$ cat config.mk
export PLATFORM = sky130hd
export DESIGN_NAME = pcd_sweep
export DESIGN_NICKNAME = d
export VERILOG_FILES = /design/src/rtl/pcd_pkg.sv /design/src/rtl/pcd_sweep.sv
export SDC_FILE = /design/constraint.sdc
export NUM_CORES = 1
export LEC_CHECK = 0
export BUFFER_PORTS_ARGS = -buffer_cell sky130_fd_sc_hd__buf_2
export CORE_MARGIN = 2
export CORE_UTILIZATION = 35
export CTS_CLUSTER_DIAMETER = 40
export CTS_CLUSTER_SIZE = 10
export DETAILED_ROUTE_END_ITERATION = 7
export SYNTH_ARGS = -nofsm -noshare
export SYNTH_HDL_FRONTEND = slang
export SYNTH_SLANG_ARGS = --single-unit
$ cat constraint.sdc
create_clock -name i_clk -period 6.2 [get_ports i_clk]
set_clock_uncertainty 0.1 [all_clocks]
set_input_delay 0 -clock i_clk [delete_from_list [all_inputs] [get_ports i_clk]]
set_output_delay 0 -clock i_clk [all_outputs]
set_load 0.01 [all_outputs]
$ cat src/rtl/pcd_pkg.sv
// ----------------------------------------------------------------------------
// pcd_pkg: shared types and constants of the peak concurrent demand block.
// Holds the store geometry, the field widths and the structs that pass
// between the store, the sweep sequencer and the top level.
// ----------------------------------------------------------------------------
package pcd_pkg;

    localparam int MAX_INTERVALS = 1024;
    localparam int TIME_W        = 31;
    localparam int DEM_W         = 16;
    localparam int PEAK_W        = 26;
    localparam int AW            = (MAX_INTERVALS > 1) ? $clog2(MAX_INTERVALS) : 1;
    localparam int CNT_W         = $clog2(MAX_INTERVALS + 1);
    localparam int ACC_W         = CNT_W + DEM_W;

    localparam logic [CNT_W-1:0] CNT_MAX  = CNT_W'(MAX_INTERVALS);
    localparam logic [ACC_W-1:0] PEAK_MAX = ACC_W'((64'd1 << PEAK_W) - 64'd1);

    typedef struct packed {
        logic [TIME_W-1:0] start_t;
        logic [TIME_W-1:0] end_t;
        logic [DEM_W-1:0]  demand;
    } t_entry;

    typedef struct packed {
        logic          en;
        logic [AW-1:0] addr;
    } t_rd_req;

    typedef struct packed {
        logic          en;
        logic [AW-1:0] addr;
        t_entry        data;
    } t_wr_req;

    typedef struct packed {
        logic             start;
        logic [CNT_W-1:0] n;
        logic             ovf;
    } t_sweep_req;

    typedef struct packed {
        logic              valid;
        logic              busy;
        logic [PEAK_W-1:0] peak;
        logic              ovf;
    } t_sweep_res;

    typedef enum logic [2:0] {
        S_IDLE,
        S_ROW,
        S_ROWDAT,
        S_SCAN,
        S_DONE
    } t_sw_state;

endpackage

$ cat src/rtl/pcd_sweep.sv
// ----------------------------------------------------------------------------
// pcd_sweep: overlap sweep sequencer.
// For each stored interval it reads the interval, then walks the N stored
// entries and adds up the demand of every interval active at its start
// time. The largest row sum, saturated to the output width, is the result.
// ----------------------------------------------------------------------------
module pcd_sweep (
    input  logic                  i_clk,
    input  logic                  i_rst_n,
    input  pcd_pkg::t_sweep_req   i_req,
    input  logic                  i_res_take,
    output pcd_pkg::t_rd_req      o_rd,
    input  pcd_pkg::t_entry       i_rd_data,
    output pcd_pkg::t_sweep_res   o_res
);

    pcd_pkg::t_sw_state r_state, n_state;

    logic [pcd_pkg::CNT_W-1:0]  r_n, n_n;
    logic                       r_ovf, n_ovf;
    logic [pcd_pkg::AW-1:0]     r_i, n_i;
    logic [pcd_pkg::CNT_W-1:0]  r_j, n_j;
    logic [pcd_pkg::AW-1:0]     r_jd, n_jd;
    logic                       r_dv, n_dv;
    logic                       r_hv, n_hv;
    logic [pcd_pkg::DEM_W-1:0]  r_hit_d, n_hit_d;
    logic [pcd_pkg::TIME_W-1:0] r_t, n_t;
    logic [pcd_pkg::ACC_W-1:0]  r_sum, n_sum;
    logic [pcd_pkg::ACC_W-1:0]  r_best, n_best;

    logic scan_issue;
    logic scan_end;
    logic last_row;
    logic hit;

    assign scan_issue = (r_state == pcd_pkg::S_SCAN) && (r_j < r_n);
    assign scan_end   = (r_state == pcd_pkg::S_SCAN) && (r_j == r_n) && !r_dv && !r_hv;
    assign last_row   = (pcd_pkg::CNT_W'({1'b0, r_i}) + pcd_pkg::CNT_W'(1)) == r_n;
    assign hit        = (r_jd == r_i)
                     || ((i_rd_data.start_t <= r_t) && (i_rd_data.end_t > r_t));

    // Next state.
    always_comb begin
        n_state = r_state;
        unique case (r_state)
            pcd_pkg::S_IDLE: begin
                if (i_req.start) begin
                    n_state = pcd_pkg::S_ROW;
                end
            end
            pcd_pkg::S_ROW: begin
                n_state = pcd_pkg::S_ROWDAT;
            end
            pcd_pkg::S_ROWDAT: begin
                n_state = pcd_pkg::S_SCAN;
            end
            pcd_pkg::S_SCAN: begin
                if (scan_end) begin
                    n_state = last_row ? pcd_pkg::S_DONE : pcd_pkg::S_ROW;
                end
            end
            pcd_pkg::S_DONE: begin
                if (i_res_take) begin
                    n_state = pcd_pkg::S_IDLE;
                end
            end
            default: begin
                n_state = pcd_pkg::S_IDLE;
            end
        endcase
    end

    // Outputs.
    always_comb begin
        o_rd.en   = (r_state == pcd_pkg::S_ROW) || scan_issue;
        o_rd.addr = (r_state == pcd_pkg::S_ROW) ? r_i : r_j[pcd_pkg::AW-1:0];
        o_res.valid = (r_state == pcd_pkg::S_DONE);
        o_res.busy  = (r_state != pcd_pkg::S_IDLE);
        o_res.peak  = (r_best > pcd_pkg::PEAK_MAX) ? pcd_pkg::PEAK_MAX[pcd_pkg::PEAK_W-1:0]
                                                   : r_best[pcd_pkg::PEAK_W-1:0];
        o_res.ovf   = r_ovf;
    end

    // Datapath: read stage, hit stage, then accumulate.
    always_comb begin
        n_n     = r_n;
        n_ovf   = r_ovf;
        n_i     = r_i;
        n_j     = r_j;
        n_t     = r_t;
        n_sum   = r_sum;
        n_best  = r_best;
        n_jd    = r_j[pcd_pkg::AW-1:0];
        n_dv    = scan_issue;
        n_hv    = r_dv;
        n_hit_d = (r_dv && hit) ? i_rd_data.demand : '0;

        if (r_state == pcd_pkg::S_IDLE && i_req.start) begin
            n_n    = i_req.n;
            n_ovf  = i_req.ovf;
            n_i    = '0;
            n_best = '0;
        end
        if (r_state == pcd_pkg::S_ROWDAT) begin
            n_t   = i_rd_data.start_t;
            n_j   = '0;
            n_sum = '0;
        end
        if (scan_issue) begin
            n_j = r_j + pcd_pkg::CNT_W'(1);
        end
        if (r_hv) begin
            n_sum = r_sum + pcd_pkg::ACC_W'(r_hit_d);
        end
        if (scan_end) begin
            if (r_sum > r_best) begin
                n_best = r_sum;
            end
            if (!last_row) begin
                n_i = r_i + pcd_pkg::AW'(1);
            end
        end
    end

    always_ff @(posedge i_clk) begin
        if (!i_rst_n) begin
            r_state <= pcd_pkg::S_IDLE;
            r_dv    <= 1'b0;
            r_hv    <= 1'b0;
        end else begin
            r_state <= n_state;
            r_dv    <= n_dv;
            r_hv    <= n_hv;
        end
    end

    always_ff @(posedge i_clk) begin
        r_n     <= n_n;
        r_ovf   <= n_ovf;
        r_i     <= n_i;
        r_j     <= n_j;
        r_jd    <= n_jd;
        r_hit_d <= n_hit_d;
        r_t     <= n_t;
        r_sum   <= n_sum;
        r_best  <= n_best;
    end

endmodule

==> results.md, run 1 <==
* Status: finished, final reports clean
* HPWL Detailed at roughly 16000 um
* Synthesized area per cell at 9.91 um^2
* Core ar. at between 0.02 and 0.03 mm^2
* Worst r2r src: r_i[0]$_DFF_P_
* DRT Pass-1 Iters at 4
* Synth Cell Area at around 0.0093 mm^2
* Reg-to-Reg End: r_state[2]$_SDFFE_PN0P_
* Vias in the first global route at around 7100
* Critical path cell sequence: ha_1 > and3_4 > xnor2_1 > a2111oi_1 > nand3b_1 > a2111oi_2 > a22oi_1 > nor2_1 > dlygate4sd3_1
* Cell taking the most area after synthesis: edfxtp_1
* Max Used Layer: met4
* Synth top area share at 0.262
* Placed Area at 0.0102 mm^2
* Final wirelength at 22200 um
* Reg-to-reg slack, setup at 2.81 ns
* Hold slack final at around 0.20 ns
* Final Cell Area at between 0.01 and 0.015 mm^2
* Worst path arrival time at ~3.7 ns
* Largest net degree at the start of global routing at 34
* Final setup fails at 0
* Met2 WL post-DR at approximately 10000 um
* Wire length per cell at approximately 15 um
* Buf+Inv Stages, Crit Path at 1
* FP Rows at 59
* Largest cells by area after synthesis: edfxtp_1 (26%), ha_1 (16%), dfxtp_1 (15%)
* Worst-Skew Late Latency at between 0.4 and 0.5 ns
* WL met1 at around 11000 um
* PnR worst setup slack at around 2.8 ns
* R2R depth at 9
* Post-synth cell types at 66
* Gr ovfl total at 0
* Total nets after synthesis at about 1100
* Post-Place Worst Slack at 2.89 ns
* Initial core utilization at 0.356
* H-tree levels at 4
* Cells after synthesis at 936
* Diodes inserted at 0
* Port Buffer Count at between 100 and 150
* Design Power at approximately 2.5 mW
* Synth Flop Type: edfxtp_1
* Met3 Wirelength at roughly 730 um
* Post-Layout Cell Count at between 1000 and 1500
* Worst setup SP type: flop
* DRC Markers at 0
* Setup TNS at 0 ns
* P per Cell Area at between 200 and 250 mW/mm^2
* Crit end category: flop
* Worst hold path type: in -> reg
* Layout cells sized above 1 at 0.194
* Root Buffer: clkbuf_16
* Maximum VDD drop at about 0.00015 V
* Least-Margin Pin Slew at slightly above 0.9 ns
* Via density at ~4.9
* Routability cong. at 0.854
* Leakage power at approximately 5.3 nW
* Worst path max stage delay at between 0.5 and 0.6 ns
* Die Area at between 0.02 and 0.03 mm^2
* Max_cap viols at 0
* CP top delay family: compound AO/OA/AOI/OAI gates
* RSZ-0062 raised after global routing: no
* Vias at 7215
* Sink Count at 149
* CP max-delay cell: a2111oi_2
* Deepest clock path buffer count at 2
* DP Cell Count at approximately 1400
* Antenna violations before repair at 0
* Register area share after synthesis at 0.409
* Die H at roughly 170 um
* YS warnings at 0
* First-pass GRT wire length at between 30000 and 40000 um
* Iter 0 DRT Violations at ~380
* Hold Path Depth at 2
* Hold_sp: i_req[9]
* Syn-to-layout area delta at 23.1%
* Min-Delay Endpoint: r_n[8]$_DFFE_PP_
* Final ANT Viol Nets at 0
* Fmax at slightly below 0.3 GHz
* CTS tree: yes
* Final Max Slew Viols at 0
* Layout Nets at 1339
* FF+latch count, synth at about 150
* Final core occ at 0.438
* Critical path class: reg -> reg
* Number of enable flip-flop cells after synthesis at between 80 and 90
* Critical Path RT at 6.46 ns
* TritonCTS buffer count at 17
* Worst slew margin at 0.390
* Final critical-path share of the clock period at 0.547
* Gr usage total at 0.160
* CP max FO at 11
* Die W at between 150 and 200 um
* Final min period at 3.39 ns
* Ports at approximately 130
* Fin. Hold Viols at 0
* Asr flop ratio synth at 0
* CTS clk-pin slew, worst paths at ~0.06 ns
-- power breakdown --
part	leakage, nW	switching (mW)	internal (mW)	total, mW
logic	3.70	0.185	0.169	0.353
clock network	0.261	0.419	0.562	0.981
registers	1.32	0.0422	1.10	1.14
total	5.28	0.646	1.83	2.47
-- worst max path at each step --
stage,start,to,depth (start not counted)
floorplan,r_state[1]$_SDFFE_PN0P_,r_sum[0]$_SDFFCE_PN0P_,3
global placement,r_best[26]$_DFF_P_,r_best[15]$_DFF_P_,7
detailed placement,r_best[26]$_DFF_P_,r_best[18]$_DFF_P_,7
CTS,r_i[0]$_DFF_P_,r_state[2]$_SDFFE_PN0P_,9
global route,r_i[0]$_DFF_P_,r_state[2]$_SDFFE_PN0P_,9
finish,r_i[0]$_DFF_P_,r_state[2]$_SDFFE_PN0P_,9
-- placed cells by master, fill, tap and decap left out, types with 4 or more instances in the layout --
cell and count:
a21oi_1 44, o21a_1 8, and2_1 22, a211o_1 5, nor3b_1 4, xnor2_1 30
nand3_1 24, inv_1 80, clkbuf_16 17, edfxtp_1 81, o21ai_0 22, a31oi_1 5
nor3_1 14, a211oi_1 5, nand2b_1 12, o211ai_1 6, clkinv_1 4, a21o_1 40
mux2_2 35, or3_1 8, and4_1 4, nor2_1 77, xor2_1 21, buf_4 6
buf_2 133, dfxtp_1 68, a21boi_0 5, nand2_1 72, nand4_1 20, dlygate4sd3_1 63
nor2b_1 9, or2_2 7, ha_1 118, and3_1 13
-- worst register-to-register path: cells and delay by family (launching register included) --
family	cells	cell delay, ns
AO/OA/AOI/OAI	3	1.21
adder cells (fa/ha/maj)	1	0.30
XOR/XNOR	1	0.08
buffers and inverters	1	0.55
flip-flops	1	0.55
AND/OR/NAND/NOR	3	0.54
-- registers in the layout (all words and copies together), names as in the netlist, 10 cells and up --
signal and cells:
r_t 31, r_best 27, r_sum 27, r_hit_d 16
r_j 11, r_n 11, r_i 10, r_jd 10
-- cells in the mapped netlist, types with 6 or more instances --
cell type  instances
edfxtp_1          81
and3_1            13
or2_2              7
nand4_1           20
mux2_2            35
o211ai_1           6
nand3_1           24
clkbuf_1          15
nor3_1            14
nor3b_1            6
xnor2_1           30
nor2_1            77
nand2_1           72
buf_4              8
nand2b_1          12
o21a_1             8
or3_1              8
ha_1             118
inv_1             80
dfxtp_1           68
a21oi_1           44
xor2_1            21
o21ai_0           22
and2_1            22
a21o_1            40
nor2b_1            9
-- layout make-up --
class / count / area, um^2
clock buffer: 20 / 447
clock inverter: 12 / 105
fill: 2510 / 14600
inverter: 82 / 308
multi-input combinational: 674 / 5000
sequential: 149 / 3790
tap: 335 / 419
timing repair buffer: 202 / 1340
-- routing by layer --
metal / track usage / up-vias
met3: 0.0288 / 21
met2: 0.273 / 139
met5: 0 / -
met4: 0.0506 / 0
met1: 0.206 / 3351
li1: - / 3704
-- cells by family after synthesis --
kind of cell | count (synthesis) | synth area share
AO/OA/AOI/OAI | 165 | 0.119
XOR/XNOR | 51 | 0.0482
adder cells (fa/ha/maj) | 119 | 0.161
buffers and inverters | 113 | 0.0528
flip-flops | 149 | 0.409
multiplexers | 37 | 0.0447
AND/OR/NAND/NOR | 302 | 0.164
-- what timing repair did --
item | 4_1_cts | 5_1_grt
hold buffers | 63 | 0
buffers inserted | 0 | 0
setup endpoints to repair | 0 | 0
resized for setup | 0 | 0
endpoints found under the hold margin | 64 | 0
Power figures use the tool's default switching activity.
==> run 2: changes to the inputs <==
- ABC_AREA: unset -> 1
- clock period: 6.2 -> 3.3 ns (I/O delays scaled with it)
==> run 2 against run 1 <==
Effect of this change: routed wire length up 9.2%; highest routed layer unchanged; critical path type unchanged; area after synthesis up 2.6%; clock power rose by 98%; worst setup slack lost 2.3 ns; sequential cell count is the same; largest cell class unchanged; hold slack worse by 0.014 ns.
==> results.md, run 2 <==
* Synth top cells by count: nand2_1 (301), inv_1 (192), ha_1 (118), a21oi_1 (91), nor2_1 (90)
* YS warnings at 0
* P per Cell Area at 448 mW/mm^2
* Root Buffer: clkbuf_16
* Gate power share at 0.202
* Initial core utilization at 0.355
* Largest register FFs at 31
* Diodes inserted at 0
* Final critical-path share of the clock period at 0.856
* Number of enable flip-flop cells after synthesis at 81
* Most common cell in the synthesized netlist: nand2_1
* PnR worst setup slack at between 0.4 and 0.5 ns
* Setup TNS at 0 ns
* Final core occ at 0.440
* Synth Cell Area at ~0.0095 mm^2
* Max Used Layer: met4
* Die Area at 0.0285 mm^2
* Critical path endpoint: r_best[20]$_DFF_P_
* Crit end category: flop
* Synth Flop Type: edfxtp_1
* Leakage power at 5.80 nW
* Reg-to-Reg End: r_best[20]$_DFF_P_
* TritonCTS buffer count at 17
* Register area share after synthesis at 0.399
* Gr ovfl total at 0
* Internal power at about 3.7 mW
* First-pass GRT wire length at 39700 um
* Max_cap viols at 0
* Cts repair resizes at 0
* Post-synth cell types at 43
* Status: finished, final reports clean
* Fin. Hold Viols at 0
* Syn-to-layout area delta at 23.8%
* Worst path arrival time at between 3 and 4 ns
* DP Cell Count at between 1500 and 2000
* Hold Path Depth at 2
* CP max-delay cell: nor3_4
* CTS clk-pin slew, worst paths at around 0.070 ns
* Layout cells sized above 1 at 0.132
* CP max FO at 36
* Synth top area share at 0.256
* Commonest non-fill, non-tap cell in the layout: nand2_1
* HPWL Detailed at 19000 um
* Final Max Slew Viols at 0
* Largest Register: r_t
* Antenna violations before repair at 0
* Die H at about 170 um
* Post-Layout Cell Count at approximately 1800
* Area of the multi-input gates at about 0.0049 mm^2
* Final min period at 2.82 ns
* Largest regs: r_t (31), r_best (27), r_sum (27)
* H-tree levels at 4
* Met2 WL post-DR at 10900 um
* Via density at around 4.8
* Gr usage total at 0.173
* Reg-to-reg slack, setup at between 0.4 and 0.5 ns
* Cells after synthesis at between 1000 and 1500
* Critical path cell sequence: ha_1 > nand2_1 > nor3_1 > nand3_1 > nor3_4 > nand2_4 > nand2_1 > o21ai_1
* Fmax at roughly 0.35 GHz
* Sink Count at between 100 and 150
* Asr flop ratio synth at 0
* Switching power at 1.60 mW
* Clk pwr share at 0.368
* Hold slack final at about 0.18 ns
* FF/Latch Area at 0.00379 mm^2
* DRC Markers at 0
* Most common cell on crit path: nand2_1
* Largest net degree at the start of global routing at 38
* FF+latch count, synth at 149
* Setup crit start: r_j[8]$_SDFFCE_PN0P_
* Design Power at approximately 5.3 mW
* Most frequent cells in the layout: nand2_1 (301), inv_1 (192), buf_2 (133)
* Synthesized area per cell at 7.82 um^2
* Vias at 8503
* Worst path max stage delay at ~0.70 ns
* Worst slew margin at 0.404
* Total nets after synthesis at around 1400
* Met3 Wirelength at roughly 1100 um
* Largest cells by area after synthesis: edfxtp_1 (26%), ha_1 (16%), dfxtp_1 (14%)
* Post-Place Worst Slack at 0.443 ns
* Final wirelength at ~24000 um
* WL met1 at 12000 um
* R2R depth at 8
* Die W at 169 um
* Fill cells at approximately 2700
* Layout Nets at about 1600
* Placed Area at between 0.01 and 0.015 mm^2
* Deepest clock path buffer count at 2
* RSZ-0062 raised after global routing: no
* Port Buffer Count at between 100 and 150
* Routability cong. at roughly 0.85
* Final Cell Area at about 0.012 mm^2
* Cell taking the most area after synthesis: edfxtp_1
* Final setup fails at 0
* Vias in the first global route at roughly 8000
* Maximum VDD drop at about 0.00032 V
* Wire length per cell at roughly 14 um
* CTS tree: yes
* Least-Margin Pin Slew at slightly below 0.9 ns
* Critical Path RT at around 3.5 ns
* Critical path class: reg -> reg
* Worst hold path type: in -> reg
* DRT Pass-1 Iters at 5
* Core ar. at roughly 0.027 mm^2
* Sequential share of power at 0.430
* Ports at around 130
* Worst r2r src: r_j[8]$_SDFFCE_PN0P_
* Final ANT Viol Nets at 0
* Worst setup SP type: flop
* Iter 0 DRT Violations at approximately 570
* Switching Share at 0.303
* FP Rows at 60
* Worst-Skew Late Latency at between 0.4 and 0.5 ns
[run 2: worst min-delay path by stage]
stage / end / startpoint / slack [ns]
after global routing: r_ovf$_DFFE_PP_ / i_req[0] / 0.18
after floorplan: r_hv$_SDFF_PN0_ / i_rst_n / -0.002
after global placement: r_ovf$_DFFE_PP_ / i_req[0] / 0.08
after detailed placement: r_ovf$_DFFE_PP_ / i_req[0] / 0.08
after CTS: r_n[5]$_DFFE_PP_ / i_req[6] / 0.17
final: r_n[5]$_DFFE_PP_ / i_req[6] / 0.18
[run 2: what timing repair did]
action / 4_1_cts / 5_1_grt
hold endpoints to repair: 64 / 0
hold buffers: 62 / 0
buffers inserted: 0 / 0
[run 2: power by group through the flow]
stage	Sequential, mW	Clock (mW)	Combinational (mW)
6_report	2.27	1.94	1.07
5_1_grt	2.29	2.05	1.23
4_1_cts	2.27	1.99	1.08
3_5_place_dp	2.31	0	1.01
3_3_place_gp	2.30	0	1.00
2_1_floorplan	2.27	0	0.672
[run 2: cell families (layout without fill, tap and decap cells)]
| family | Yosys count | after routing | synth area share |
|---|---|---|---|
| fa+ha+maj | 119 | 119 | 0.157 |
| xor+xnor | 11 | 11 | 0.0101 |
| compound gates | 193 | 193 | 0.108 |
| buf+inv | 216 | 433 | 0.0897 |
| simple gates | 529 | 529 | 0.236 |
| flops | 149 | 149 | 0.399 |
[run 2: routing by layer]
layer / vias to the layer above / GRT usage
met3: 23 / 0.0217
li1: 4457 / -
met5: - / 0
met2: 174 / 0.280
met1: 3849 / 0.242
met4: 0 / 0.0491
[run 2: layout make-up]
type,instances,share of cell area
multi-input combinational,852,0.414
tap,341,0.0362
clock inverter,14,0.0126
sequential,149,0.322
clock buffer,18,0.0364
inverter,195,0.0621
timing repair buffer,206,0.116
[run 2: worst max-delay path: cells and delay by family, from the launching register on]
kind / cells / cell delay [ns]
simple gates: 6 / 1.69
flops: 1 / 0.49
fa+ha+maj: 1 / 0.34
compound gates: 1 / 0.07
